--- config.mk ---
export PLATFORM = sky130hd
export DESIGN_NAME = msb_first_bit_packer
export DESIGN_NICKNAME = d
export VERILOG_FILES = /design/src/rtl/mfbp_pkg.sv /design/src/rtl/mfbp_in_stage.sv /design/src/rtl/mfbp_core.sv /design/src/rtl/mfbp_out_stage.sv /design/src/rtl/msb_first_bit_packer.sv
export VERILOG_INCLUDE_DIRS = /design/src /design/src/rtl
export SDC_FILE = /design/constraint.sdc
export NUM_CORES = 1
export LEC_CHECK = 0
export BUFFER_PORTS_ARGS = -buffer_cell sky130_fd_sc_hd__buf_2
export CORE_ASPECT_RATIO = 0.6
export CORE_MARGIN = 2
export CORE_UTILIZATION = 56
export CTS_BUF_LIST = sky130_fd_sc_hd__clkbuf_8
export DETAILED_ROUTE_END_ITERATION = 16
export PLACE_DENSITY = 0.76
export SETUP_SLACK_MARGIN = 0.4
export SLEW_MARGIN = 25
export SYNTH_ARGS = -nofsm -noshare
export SYNTH_HDL_FRONTEND = slang
export SYNTH_SLANG_ARGS = --single-unit
--- constraint.sdc ---
create_clock -name clock -period 5.3 [get_ports clock]
set_input_delay 1.06 -clock clock [delete_from_list [all_inputs] [get_ports clock]]
set_output_delay 1.06 -clock clock [all_outputs]
set_load 0.1 [all_outputs]
--- src/rtl/assert_macros.svh ---
// Assertion macros shared by the bit packer RTL.
// Depends on nothing; included by the modules that carry assertions.
`ifndef ASSERT_MACROS_SVH
`define ASSERT_MACROS_SVH

// Checked on every rising edge while reset is low.
`define ASSERT_CLK(name, clk, rst, prop) \
   name: assert property (@(posedge clk) disable iff (rst) prop) \
      else $error("assertion failed");

// Checked on every rising edge, reset included.
`define ASSERT_ALWAYS(name, clk, prop) \
   name: assert property (@(posedge clk) prop) \
      else $error("assertion failed");

`endif

--- src/rtl/mfbp_pkg.sv ---
// Types and constants of the MSB-first bit packer.
// Depends on nothing; imported by every module of the block.
package mfbp_pkg;

   localparam int unsigned FIELD_MAX = 32;
   localparam int unsigned CAP_W     = 13;
   localparam int unsigned POS_W     = 16;
   localparam int unsigned INDEX_W   = 12;
   localparam int unsigned LANES     = 4;
   localparam int unsigned WIN_W     = 40;

   typedef enum logic {
      OP_WRITE = 1'b0,
      OP_PAD   = 1'b1
   } op_type;

   typedef struct packed {
      op_type      op;
      logic [31:0] value;
      logic [5:0]  width;
   } item_type;

   // Everything one input item produces, delivered later one byte per cycle while the receiver is ready.
   typedef struct packed {
      logic [LANES-1:0][7:0] bytes;
      logic [INDEX_W-1:0]    base_index;
      logic [1:0]            last_sel;
      logic                  has_bytes;
      logic                  ok;
      logic [POS_W-1:0]      bits_written;
   } bundle_type;

endpackage

--- src/rtl/mfbp_in_stage.sv ---
// Input register of the bit packer: holds one accepted item for the core.
// Depends on mfbp_pkg.
module mfbp_in_stage
   import mfbp_pkg::*;
(
   input  logic        clock,
   input  logic        reset,
   input  logic        req_tvalid,
   output logic        req_tready,
   input  logic [39:0] req_tdata,   // field_value[31:0], field_width[37:32], zeros
   input  logic        req_tuser,   // operation
   input  logic        core_ready,
   output logic        item_valid,
   output item_type    item
);

   logic     valid_ff, valid_in;
   item_type item_ff,  item_in;
   logic     accept;

   assign req_tready = !valid_ff || core_ready;
   assign accept     = req_tvalid && req_tready;

   always_comb begin
      valid_in = valid_ff;
      item_in  = item_ff;
      if (valid_ff && core_ready) begin
         valid_in = 1'b0;
      end
      if (accept) begin
         valid_in      = 1'b1;
         item_in.op    = op_type'(req_tuser);
         item_in.value = req_tdata[31:0];
         item_in.width = req_tdata[37:32];
      end
   end

   always_ff @(posedge clock) begin
      if (reset) begin
         valid_ff <= 1'b0;
      end else begin
         valid_ff <= valid_in;
      end
      item_ff <= item_in;
   end

   assign item_valid = valid_ff;
   assign item       = item_ff;

endmodule

--- src/rtl/mfbp_core.sv ---
// Packing core: bit position, partial byte and error flag, updated once per item.
// Depends on mfbp_pkg and assert_macros.svh.
`include "assert_macros.svh"

module mfbp_core
   import mfbp_pkg::*;
#(
   parameter int unsigned MAX_BYTES = 4096
)
(
   input  logic             clock,
   input  logic             reset,
   input  logic             csr_wen,
   input  logic [CAP_W-1:0] csr_wdata,
   input  logic             take,
   input  item_type         item,
   output bundle_type       bundle
);

   localparam logic [16:0] MaxBytesW = 17'(MAX_BYTES);

   logic [CAP_W-1:0] cap_ff, cap_in;
   logic [POS_W-1:0] pos_ff, pos_in;
   logic [7:0]       partial_ff, partial_in;
   logic             ok_ff, ok_in;

   logic [16:0]       cap_eff;
   logic [19:0]       cap_bits;
   logic [16:0]       pos_sum;
   logic [2:0]        offset;
   logic [5:0]        total;
   logic [2:0]        n_bytes;
   logic [5:0]        shift;
   logic [32:0]       mask33;
   logic [31:0]       masked;
   logic [WIN_W-1:0]  window;
   logic              bad_write;

   assign cap_in  = csr_wen ? csr_wdata : cap_ff;
   assign cap_eff = ({4'b0, cap_ff} > MaxBytesW) ? MaxBytesW : {4'b0, cap_ff};
   assign cap_bits = {cap_eff, 3'b000};

   assign offset  = pos_ff[2:0];
   assign pos_sum = {1'b0, pos_ff} + {11'b0, item.width};
   assign total   = {3'b000, offset} + item.width;
   assign n_bytes = total[5:3];
   assign shift   = 6'(6'd40 - {3'b000, offset} - item.width);
   assign mask33  = ~({33{1'b1}} << item.width);
   assign masked  = item.value & mask33[31:0];
   // Old partial bits on top, the new field right below them, zeros after.
   assign window  = {partial_ff, 32'b0} | ({8'b0, masked} << shift);

   assign bad_write = (item.width == 6'd0) || (item.width > 6'(FIELD_MAX))
                      || ({3'b000, pos_sum} > cap_bits);

   always_comb begin
      pos_in     = pos_ff;
      partial_in = partial_ff;
      ok_in      = ok_ff;
      bundle     = '0;
      if (ok_ff) begin
         if (item.op == OP_WRITE) begin
            if (bad_write) begin
               ok_in = 1'b0;
            end else begin
               pos_in = pos_sum[POS_W-1:0];
               case (n_bytes)
                  3'd0:    partial_in = window[39:32];
                  3'd1:    partial_in = window[31:24];
                  3'd2:    partial_in = window[23:16];
                  3'd3:    partial_in = window[15:8];
                  default: partial_in = window[7:0];
               endcase
               if (n_bytes != 3'd0) begin
                  bundle.has_bytes  = 1'b1;
                  bundle.last_sel   = 2'(n_bytes - 3'd1);
                  bundle.base_index = pos_ff[14:3];
                  bundle.bytes[0]   = window[39:32];
                  bundle.bytes[1]   = window[31:24];
                  bundle.bytes[2]   = window[23:16];
                  bundle.bytes[3]   = window[15:8];
               end
            end
         end else if (offset != 3'd0) begin
            bundle.has_bytes  = 1'b1;
            bundle.base_index = pos_ff[14:3];
            bundle.bytes[0]   = partial_ff;
            partial_in        = 8'd0;
            pos_in            = {13'(pos_ff[15:3] + 13'd1), 3'b000};
         end
      end
      bundle.ok           = ok_in;
      bundle.bits_written = pos_in;
   end

   always_ff @(posedge clock) begin
      if (reset) begin
         cap_ff     <= '0;
         pos_ff     <= '0;
         partial_ff <= '0;
         ok_ff      <= 1'b1;
      end else begin
         cap_ff <= cap_in;
         if (take) begin
            pos_ff     <= pos_in;
            partial_ff <= partial_in;
            ok_ff      <= ok_in;
         end
      end
   end

   // The bits of the partial byte that have not been written yet must be zero.
   `ASSERT_CLK(a_partial_clean, clock, reset, (partial_ff & (8'hFF >> offset)) == 8'd0)
   `ASSERT_CLK(a_error_sticky, clock, reset, !ok_ff |=> !ok_ff)
   `ASSERT_CLK(a_frozen_on_error, clock, reset,
               (!ok_ff && take) |=> ($stable(pos_ff) && $stable(partial_ff)))

endmodule

--- src/rtl/mfbp_out_stage.sv ---
// Result register: holds one item's bundle and hands out its results one per cycle while rsp_tready is high.
// Depends on mfbp_pkg and assert_macros.svh.
`include "assert_macros.svh"

module mfbp_out_stage
   import mfbp_pkg::*;
(
   input  logic        clock,
   input  logic        reset,
   input  logic        load,
   input  bundle_type  bundle,
   output logic        load_ready,
   output logic        rsp_tvalid,
   input  logic        rsp_tready,
   output logic [39:0] rsp_tdata,   // out_byte[7:0], byte_index[19:8], ok[20],
                                    // bits_written[36:21], zeros
   output logic        rsp_tuser,   // byte_valid
   output logic        rsp_tlast    // last
);

   bundle_type         bundle_ff, bundle_in;
   logic               valid_ff,  valid_in;
   logic [1:0]         sel_ff,    sel_in;
   logic               at_last;
   logic [7:0]         cur_byte;
   logic [INDEX_W-1:0] cur_index;

   assign at_last    = (sel_ff == bundle_ff.last_sel);
   assign load_ready = !valid_ff || (rsp_tready && at_last);

   always_comb begin
      valid_in  = valid_ff;
      sel_in    = sel_ff;
      bundle_in = bundle_ff;
      if (valid_ff && rsp_tready) begin
         if (at_last) begin
            valid_in = 1'b0;
            sel_in   = 2'd0;
         end else begin
            sel_in = sel_ff + 2'd1;
         end
      end
      if (load) begin
         valid_in  = 1'b1;
         bundle_in = bundle;
      end
   end

   always_ff @(posedge clock) begin
      if (reset) begin
         valid_ff <= 1'b0;
         sel_ff   <= 2'd0;
      end else begin
         valid_ff <= valid_in;
         sel_ff   <= sel_in;
      end
      bundle_ff <= bundle_in;
   end

   assign cur_byte  = bundle_ff.has_bytes ? bundle_ff.bytes[sel_ff] : 8'd0;
   assign cur_index = bundle_ff.has_bytes
                      ? INDEX_W'(bundle_ff.base_index + {10'b0, sel_ff}) : '0;

   assign rsp_tvalid = valid_ff;
   assign rsp_tdata  = {3'b000, bundle_ff.bits_written, bundle_ff.ok, cur_index, cur_byte};
   assign rsp_tuser  = bundle_ff.has_bytes;
   assign rsp_tlast  = at_last;

   `ASSERT_CLK(a_sel_holds, clock, reset, (valid_ff && !rsp_tready) |=> $stable(sel_ff))
   `ASSERT_CLK(a_status_single, clock, reset,
               (valid_ff && !bundle_ff.has_bytes) |-> (bundle_ff.last_sel == 2'd0))

endmodule

--- src/rtl/msb_first_bit_packer.sv ---
// MSB-first bit packer. Fields of 1 to 32 bits are appended, first bit first, to a
// byte stream limited to min(capacity, MAX_BYTES) bytes; every completed byte comes
// out as one result with its index, and an item that completes no byte gives a single
// status result. An item is held in the input register and packed on its way into
// the result register, from which its results are taken. The result register delivers
// one result per cycle while rsp_tready is high, and an item has 1 to 4 results; a new
// item is taken in the cycle its predecessor's last result leaves.
// A bad width or a field past capacity clears ok for good; later items are ignored.
// Depends on mfbp_pkg, mfbp_in_stage, mfbp_core and mfbp_out_stage.
module msb_first_bit_packer
   import mfbp_pkg::*;
#(
   parameter int unsigned MAX_BYTES = 4096
)
(
   input  logic        clock,
   input  logic        reset,
   input  logic        csr_wen,
   input  logic [12:0] csr_wdata,    // byte_capacity
   input  logic        req_tvalid,
   output logic        req_tready,
   input  logic [39:0] req_tdata,    // field_value[31:0], field_width[37:32], zeros
   input  logic        req_tuser,    // operation
   output logic        rsp_tvalid,
   input  logic        rsp_tready,
   output logic [39:0] rsp_tdata,    // out_byte[7:0], byte_index[19:8], ok[20],
                                     // bits_written[36:21], zeros
   output logic        rsp_tuser,    // byte_valid
   output logic        rsp_tlast     // last
);

   logic       core_ready;
   logic       item_valid;
   logic       take;
   item_type   item;
   bundle_type bundle;

   assign take = item_valid && core_ready;

   mfbp_in_stage u_in_stage (
      .clock      (clock),
      .reset      (reset),
      .req_tvalid (req_tvalid),
      .req_tready (req_tready),
      .req_tdata  (req_tdata),
      .req_tuser  (req_tuser),
      .core_ready (core_ready),
      .item_valid (item_valid),
      .item       (item)
   );

   mfbp_core #(
      .MAX_BYTES (MAX_BYTES)
   ) u_core (
      .clock     (clock),
      .reset     (reset),
      .csr_wen   (csr_wen),
      .csr_wdata (csr_wdata),
      .take      (take),
      .item      (item),
      .bundle    (bundle)
   );

   mfbp_out_stage u_out_stage (
      .clock      (clock),
      .reset      (reset),
      .load       (take),
      .bundle     (bundle),
      .load_ready (core_ready),
      .rsp_tvalid (rsp_tvalid),
      .rsp_tready (rsp_tready),
      .rsp_tdata  (rsp_tdata),
      .rsp_tuser  (rsp_tuser),
      .rsp_tlast  (rsp_tlast)
   );

endmodule

# Word level (Yosys, flattened, before mapping)
# Cells that the tools add are included.
[classes] add_sub_neg=8 n_shift=2 n_bitwise=5 n_eq_ne=6 n_reduce_logical=20 mux=28 n_lt_le_gt_ge=4
[op_table] operator="two-way mux 16 bit" count=4
[op_table] operator="two-way mux 23 bit" count=2
[op_table] operator="two-way mux 20 bit" count=2
[op_table] operator="two-way mux 8 bit" count=5
[op_table] operator="OR 40 bit" count=1
[op_table] operator="left shift 32 x 6 -> 40 bit" count=1
[op_table] operator="left shift 33 x 6 -> 32 bit (first input constant)" count=1
[op_table] operator="bitwise AND 32 bit" count=1
[op_table] operator="inverter 32 bit" count=1
[op_table] operator="case mux 8 bit (4 select lines)" count=1
[op_table] operator="greater-than comparator 17 x 20 -> 1 bit" count=1
[op_table] operator="adder 16 x 6 -> 17 bit" count=1
[op_table] operator="binary-select mux 8 bit (select 2 bit)" count=1
[op_table] operator="adder 13 x 1 -> 13 bit (second input constant)" count=1
[op_table] operator="greater-than comparator 13 bit (second input constant)" count=1
[op_table] operator="two-way mux 13 bit" count=1
[op_table] operator="adder 12 x 2 -> 12 bit" count=1
[op_table] operator="two-way mux 12 bit" count=1
[op_table] operator="two-way mux 1 bit" count=10
[op_table] operator="adder 3 x 6 -> 6 bit" count=1
[op_table] operator="== test 3 x 2 -> 1 bit (second input constant)" count=2
[op_table] operator="greater-than comparator 6 bit (second input constant)" count=1
[op_table] operator="logical NOT 6 bit" count=1
[op_table] operator="nonzero test 2 bit" count=3
[op_table] operator="other kinds (19)" count=28
[word_totals] reg_bits=145 out_inout_bits=44 wordCells=92

# Longest topological paths before layout
# Gate-level depths: netlist of run 1.
[logic_depth] depth_word=8 depth_mapped=21 mapped_depth_nobuf=18

# By module
# A second synthesis of run 1 with hierarchy kept.
[unflattened] hier_cells=1186 area_unflattened_um2=10779.1
[by_module_without_submodules] module="mfbp_core" area_each_um2=6732.7 n_inst=1 cells_each=968
[by_module_without_submodules] module="mfbp_out_stage" area_each_um2=2813.9 n_inst=1 cells_each=173
[by_module_without_submodules] module="mfbp_in_stage" area_each_um2=1226.2 n_inst=1 cells_each=44
[by_module_without_submodules] module="msb_first_bit_packer" area_each_um2=6.3 n_inst=1 cells_each=1

# Worst setup path after synthesis of run 1
# OpenSTA, ideal clock, no wires.
[synth_path] path_kind="reg-to-reg" start="reg u_in_stage.item_ff (netlist bit u_in_stage.item[2])" end="reg u_out_stage.bundle_ff[23] (netlist name), data pin" required_time_ns=5.034 path_stages_with_launch=22 n_path_buf=4 slack_ns=0.727 synth_period_minus_slack_ns=4.573 arrival_time_ns=4.307 cell_sequence="edfxtp_1 > buf_4 > buf_2 > inv_1 > ha_1 > a31oi_1 > o21a_1 > nor2_1 > inv_1 > nor2_1 > xor2_1 > ha_1 > and4_1 > nand4_1 > a31o_2 > a31oi_1 > nor3_1 > and3_1 > clkbuf_1 > nor2_1 > clkbuf_1 > nor2b_1"
[synth_via] elab_chain_len=5 word_cells_on_any_way=11
[synth_rtl] item="from (decl)" line="mfbp_in_stage.sv:18" text="item_type item_ff, item_in;"
[synth_rtl] item="from (signal assigned)" line="mfbp_in_stage.sv:44" text="item_ff <= item_in;"
[synth_rtl] item="adder 16 x 6 -> 17 bit (tied with other cells)" line="mfbp_core.sv:44" text="assign pos_sum = {1'b0, pos_ff} + {11'b0, item.width};"
[synth_rtl] item="greater-than comparator 17 x 20 -> 1 bit (tied with other cells)" line="mfbp_core.sv:54" text="|| ({3'b000, pos_sum} > cap_bits);"
[synth_rtl] item="logical OR 1 bit / two-way mux 23 bit (equally long branches)" line="mfbp_core.sv:54, mfbp_core.sv:74"
[synth_rtl] item="two-way mux 23 bit (*)" line="mfbp_core.sv:63" text="if (bad_write) begin"
[synth_rtl] item="two-way mux 20 bit (*)" line="mfbp_core.sv:62" text="if (item.op == OP_WRITE) begin"
[synth_rtl] item="to (signal assigned)" line="mfbp_out_stage.sv:57" text="bundle_ff <= bundle_in;"
[synth_rtl] item="to (decl)" line="mfbp_out_stage.sv:21" text="bundle_type bundle_ff, bundle_in;"
# Every way passes the cells marked *; elsewhere a longest branch is shown, timed or not.
# A chain may end at the register's enable or synchronous reset.

==> results.md, run 1 <==
- Status: finished clean
- Endpoints failing hold: 0
- Share of cells above drive strength 1: 17.9%
- Mapped Cells: 1210
- RSZ-0062 raised after global routing: false
- Metal2 WL: 13100 um
- Nets@finish: between 1000 and 1500
- DRC viols: 0
- Antenna cells: 0
- Placed Area: 0.0115 mm^2
- Synth Area in Adders: under 10%
- Final Max Slew Viols: 0
- Post-CTS sizing: 0
- Largest area contributor in the netlist: edfxtp_1
- Die height: 112 um
- CTS tree: built
- Most frequent cells in the layout: nor2_1 (116), edfxtp_1 (103), nand2_1 (100)
- Worst Setup End Kind: register
- Mapped Area: 0.0110 mm^2
- Core area: 0.0191 mm^2
- # H-tree levels: 4
- Hold_ws: 0.494 ns
- Cell area power density: 307 mW/mm^2
- FF-to-FF Start: u_in_stage.item[0]
- Grt total ovfl: 0
- Initial Util: 57.4%
- Req. time, crit path: around 5.5 ns
- Die area: 0.0208 mm^2
- Seq/Total Area, Yosys: 35.8%
- Min-delay src: u_core.pos_ff[15]
- M1 wire length: 16400 um
- Switching power: 0.00157 W
- Pint: 0.00210 W
- Ys flop type: edfxtp_1
- FILL cells: 1656
- Hold-fix buffers, CTS: 0
- Syn-to-layout area delta: 8.74%
- Lkg Pwr: 4.46 nW
- #FFs+latches synth: 145
- Post-synthesis compound-gate area fraction: 23.4%
- Post-route antenna net violation count: 0
- Final worst slack: 0.649 ns
- Final Skew: 0.0179 ns
- DR iter-0 viols: 1701
- Die W: 185 um
- Fmax: 215 MHz
- Largest family of logic cells by synthesized area: compound AO/OA/AOI/OAI gates
- Finished Cell Area: around 0.012 mm^2
- All-Layer GR Usage: a little over a third
- Post-synthesis mux area share: under 10%
- Post-synth EDFFs: 103
- Post-synth ARST share: 0%
- Max VDD drop: 0.313 mV
- Critical path startpoint: u_in_stage.item[0]
- Part of the power in registers: 36.2%
- First-pass iteration count of the detailed router: 6
- Cell variety after synth: 93
- DR WL/cell: approximately 23 um
- Pre-CTS setup slack: 0.498 ns
- I/O Buffers: 97
- Vias in the first global route: 9399
- Rel. slew slack: 24.8%
- Clock share of power: about a quarter
- Post-Synth Simple-Gate Area: 18.7%
- Detail Placement HPWL: 27400 um
- Routed wire length: 36000 um
- Startpoint Class: register
- Net Sw Frac: around 43%
- Type of the worst setup path: reg -> reg
- Worst-path clk slew: 0.09 ns
- # IOs: 103
- XOR/XNOR Fraction of Synth Area: under 10%
- Top-area cell type share of the netlist area: 28.2%
- # Max-Cap Violations: 0
- # setup viols final: 0
- Row cnt: 39
- Synth top area cells: edfxtp_1 (28%), dfxtp_1 (7.7%), mux2i_1 (4.1%), nor2_1 (4.0%), ha_1 (3.9%)
- Initial antenna violation count: 0
- Worst hold path type: reg -> reg
- Most common cell after layout, fill and taps aside: nor2_1
- Crit Path Max Fanout: 7
- Longest Clk Path Bufs: 2
- Routed vias: 10400
- Fin crit period: around 4.7 ns
- Comb power frac: 39.8%
- GPL Wtd Cong: approximately 1.1
- Met3 WL post-DR: about 6200 um
- Highest metal used: met4
- Synthesized area per cell: approximately 9.1 um^2
- CTS buffer count: 17
- Final setup TNS: 0 ns
- First-pass GRT wire length: roughly 55000 um
- Fin crit share: 87.8%
- # Post-CTS Setup Buffers: 0
- Latest clock arrival within the worst-skew pair: between 0.4 and 0.5 ns
- Vias per Instance: 6.82
- Clk root buf: clkbuf_8
- Arr. time, crit path: about 4.8 ns
- Worst-Margin Slew: 1.12 ns
- YS warnings: 0
- Clk sinks: 145
- Largest net degree at the start of global routing: 66
[worst paths after layout]
| path | endpoint | slack (ns) | cells past startpoint |
|---|---|---|---|
| min reg2reg | u_core.pos_ff[15] | 0.49 | 2 |
| max reg2reg | u_out_stage.rsp_tdata[36] | 0.65 | 16 |
| min | u_core.pos_ff[15] | 0.49 | 2 |
| max | u_out_stage.rsp_tdata[36] | 0.65 | 16 |
[layer usage]
| layer | GRT usage [%] | up-vias |
|---|---|---|
| li1 | - | 4679 |
| met1 | 55.8 | 4922 |
| met2 | 43.0 | 809 |
| met3 | 17.2 | 38 |
| met4 | 5.45 | 0 |
| met5 | 0 | - |
[layout make-up]
type | count | area (um^2) | area share (%)
Multi-Input combinational cell | 927 | 6420 | 53.8
Sequential cell | 145 | 3930 | 32.9
Timing Repair Buffer | 130 | 746 | 6.25
Tap cell | 266 | 333 | 2.79
Clock buffer | 17 | 234 | 1.96
Clock inverter | 15 | 151 | 1.27
Inverter | 32 | 120 | 1.01
[sequential cells by signal (all words and copies together) (netlist names)]
name / cells
u_out_stage.rsp_tvalid: 1
u_core.pos_ff: 16
u_out_stage.sel_ff: 2
u_core.ok_ff: 1
u_out_stage.rsp_tuser: 1
u_core.cap_ff: 13
u_out_stage.rsp_tdata: 17
u_out_stage.bundle_ff: 46
u_in_stage.item: 39
u_in_stage.item_valid: 1
u_core.partial_ff: 8
[through the flow]
| step | total power (W) | utilization, % | instances |
|---|---|---|---|
| floorplan | 0.00233 | - | 1212 |
| global placement | 0.00272 | 60.3 | 1500 |
| detailed placement | 0.00273 | 60.3 | 1500 |
| CTS | 0.00360 | 62.3 | 1532 |
| global route | 0.00379 | 62.4 | 1532 |
| finish | 0.00367 | 62.4 | 1532 |
[synth_stat cells (all sizes together), types with 9 or more instances]
cell     number
nor2        118
edfxtp      103
nand2       100
buf          62
o21ai        62
a21oi        58
clkbuf       46
mux2i        45
dfxtp        42
nand3        37
ha           34
and2         32
inv          31
nor3         31
xnor2        29
and3         24
a211oi       20
o211ai       19
a31oi        17
mux4         16
a22oi        15
nand4        15
nor2b        14
nor4         14
o31ai        13
a21o         12
a221oi       12
o22ai        12
xor2         12
a2111oi       9
[power groups by stage]
stage	clock, W	combinational, W	sequential (W)
after global placement	0	0.00137	0.00135
final	0.000882	0.00146	0.00133
after detailed placement	0	0.00138	0.00135
after CTS	0.000889	0.00138	0.00133
after floorplan	0	0.000992	0.00134
after global routing	0.000940	0.00152	0.00133
[worst max-delay path, stage by stage, from the launching register on]
cell	delay, ns
edfxtp_1	0.40
ha_1	0.25
fa_1	0.42
a21o_1	0.24
nand4_1	0.14
and2_1	0.33
nor2_1	0.09
xnor2_1	0.34
ha_1	0.21
and4_1	0.18
nand4_1	0.12
nor4_1	0.39
a31oi_2	0.15
o21ai_1	0.35
nand2_1	0.32
inv_2	0.25
o22ai_1	0.18
[cells by family (layout without fill, tap and decap cells)]
logic type               Yosys count  after routing
AND/OR/NAND/NOR                  420            420
XOR/XNOR                          41             41
multiplexers                      67             67
adder cells (fa/ha/maj)           38             38
other                              1              3
buffers and inverters            140            194
flip-flops                       145            145
AO/OA/AOI/OAI                    358            358
(Power assumes the default switching activity.)
==> inputs of run 2 (changes only) <==
--- a/config.mk
+++ b/config.mk
@@ -13,6 +13,7 @@
 export CTS_BUF_LIST = sky130_fd_sc_hd__clkbuf_8
 export DETAILED_ROUTE_END_ITERATION = 16
 export PLACE_DENSITY = 0.76
+export REMOVE_ABC_BUFFERS = 1
 export SETUP_SLACK_MARGIN = 0.4
 export SLEW_MARGIN = 25
 export SYNTH_ARGS = -nofsm -noshare
==> constraint.sdc (replaced) <==
create_clock -name clock -period 5.3 [get_ports clock]
set_input_delay 1.06 -clock clock [delete_from_list [all_inputs] [get_ports clock]]
set_output_delay 1.06 -clock clock [all_outputs]
set_load 0.05 [all_outputs]
==> run 2 against run 1 <==
  * Worst hold slack better by 0.0025 ns
  * Global-route usage is 2.1 points higher
  * Non-clock buffer count is 11 higher
  * Critical endpoint is now u_core.partial_ff[5]
==> results.md, run 2 (synthesized netlist as in run 1, its figures left out) <==
- Post-layout util: between 60% and 70%
- Share of cells above drive strength 1: 19.0%
- Switching power: 0.00151 W
- # Post-CTS Setup Buffers: 0
- Arr. time, crit path: 5.19 ns
- Pre-CTS setup slack: 0.347 ns
- Fin crit share: slightly above 90%
- Nets@finish: 1361
- All-Layer GR Usage: 37.5%
- DRC viols: 0
- Routed vias: 10500
- First-pass iteration count of the detailed router: 8
- Longest Clk Path Bufs: 2
- Core area: around 0.019 mm^2
- FILL cells: 1655
- Initial antenna violation count: 0
- DR iter-0 viols: 1730
- Worst-path clk slew: 0.09 ns
- Clk root buf: clkbuf_8
- Rel. slew slack: 24.7%
- Row cnt: 39
- Worst-Margin Slew: 1.13 ns
- Busiest layer in global routing: met1
- Net Sw Frac: 41.1%
- Crit Path Max Fanout: 24
- Most frequent cells in the layout: nor2_1 (116), edfxtp_1 (103), nand2_1 (100)
- Met2 Use GR: 43.4%
- Max VDD drop: 0.306 mV
- Die W: 185 um
- I/O Buffers: 97
- Final Skew: 0.0201 ns
- Lkg Pwr: 4.52 nW
- Worst hold path type: reg -> reg
- Initial Util: 57.4%
- Vias per Instance: 6.78
- Req. time, crit path: approximately 5.7 ns
- Fmax: 207 MHz
- CP max-delay cell: xnor2_2
- CP max stage delay: 0.79 ns
- # setup viols final: 0
- Placed Area: 0.0116 mm^2
- Type of the worst setup path: reg -> reg
- # IOs: 103
- First-pass GRT wire length: ~57000 um
- Vias in the first global route: just over 9000
- Largest net degree at the start of global routing: 68
- Die area: 0.0208 mm^2
- Final setup TNS: 0 ns
- Comb power frac: just under 40%
- Syn-to-layout area delta: 9.79%
- Most flop-heavy register: u_out_stage.bundle_ff
- Detail Placement HPWL: just under 30000 um
- Critical path's top delay family: compound AO/OA/AOI/OAI gates
- Met3 usage: between 10% and 20%
- Grt total ovfl: 0
- Most common cell after layout, fill and taps aside: nor2_1
- Part of the power in registers: between 30% and 40%
- Cell area power density: 304 mW/mm^2
- Die height: 112 um
- Fin crit period: slightly below 5 ns
- # Max-Cap Violations: 0
- Clock share of power: 24.5%
- Max FFs per register: 46
- Cell Chain, Critical Path: buf_4 > inv_1 > ha_2 > ha_1 > fa_1 > xnor2_2 > o221ai_1 > a32oi_1 > o31ai_1 > a2111oi_1 > o31ai_2
- Worst Setup End Kind: register
- CTS tree: built
- Routed wire length: 38200 um
- Endpoints failing hold: 0
- Startpoint Class: register
- CTS buffer count: 17
- Pint: 0.00216 W
- Worst path buffer plus inverter count: 2
- Post-route antenna net violation count: 0
- Final Max Slew Viols: 0
- Status: finished clean
- Met1 Use GR: 60.0%
- Finished Cell Area: 0.0121 mm^2
- Final worst slack: 0.465 ns
- # H-tree levels: 4
- GPL Wtd Cong: 1.04
- Clk sinks: 145
- Latest clock arrival within the worst-skew pair: 0.48 ns
- Antenna cells: 0
- DR WL/cell: about 25 um
- RSZ-0062 raised after global routing: false
[run 2: timing repair]
item                                    4_1_cts  5_1_grt
hold buffers                                  0        0
resized for setup                             2        9
endpoints found under the setup margin        2       40
pin swaps                                     0        0
[run 2: power groups by stage]
stage / clock network, W / registers, W / logic, W
final: 0.000898 / 0.00133 / 0.00144
after global placement: 0 / 0.00135 / 0.00136
after global routing: 0.000952 / 0.00134 / 0.00150
after detailed placement: 0 / 0.00135 / 0.00135
after CTS: 0.000902 / 0.00133 / 0.00136
after floorplan: 0 / 0.00138 / 0.000818
[run 2: worst paths after layout]
path,start,endpoint,slack [ns],cells after the start
setup / recovery,u_in_stage.item[0],u_core.partial_ff[5],0.46,11
setup reg to reg,u_in_stage.item[0],u_core.partial_ff[5],0.46,11
hold reg to reg,u_core.cap_ff[3],u_core.cap_ff[3],0.50,2
hold / removal,u_core.cap_ff[3],u_core.cap_ff[3],0.50,2
[run 2: layout make-up]
| type | count | area, um^2 | share of cell area [%] |
|---|---|---|---|
| timing repair buffer | 141 | 832 | 6.90 |
| clock inverter | 15 | 159 | 1.32 |
| sequential | 145 | 3930 | 32.6 |
| clock buffer | 17 | 234 | 1.94 |
| tap | 266 | 333 | 2.76 |
| inverter | 32 | 120 | 0.996 |
| multi-input combinational | 927 | 6440 | 53.4 |
[run 2: per-layer routing]
layer / part of all wire (%) / up-vias / routed length (um)
met4: 1.4 / 0 / 549
li1: - / 4705 / -
met5: 0 / - / 0
met1: 46 / 4869 / 17400
met3: 18 / 56 / 6840
met2: 35 / 828 / 13400
[run 2: worst reg2reg max path: stages (launching register included)]
cell and delay (ns):
edfxtp_1 0.35, buf_4 0.31, inv_1 0.09, ha_2 0.19
ha_1 0.22, fa_1 0.51, xnor2_2 0.79, o221ai_1 0.67
a32oi_1 0.73, o31ai_1 0.19, a2111oi_1 0.57, o31ai_2 0.11
[run 2: through the flow]
| stage | total power [W] | cells | hold slack (ns) |
|---|---|---|---|
| 6_report | 0.00367 | 1543 | 0.496 |
| 5_1_grt | 0.00379 | 1543 | 0.505 |
| 4_1_cts | 0.00359 | 1543 | 0.486 |
| 2_1_floorplan | 0.00220 | 1104 | 0.448 |
| 3_3_place_gp | 0.00271 | 1511 | 0.459 |
| 3_5_place_dp | 0.00270 | 1511 | 0.474 |
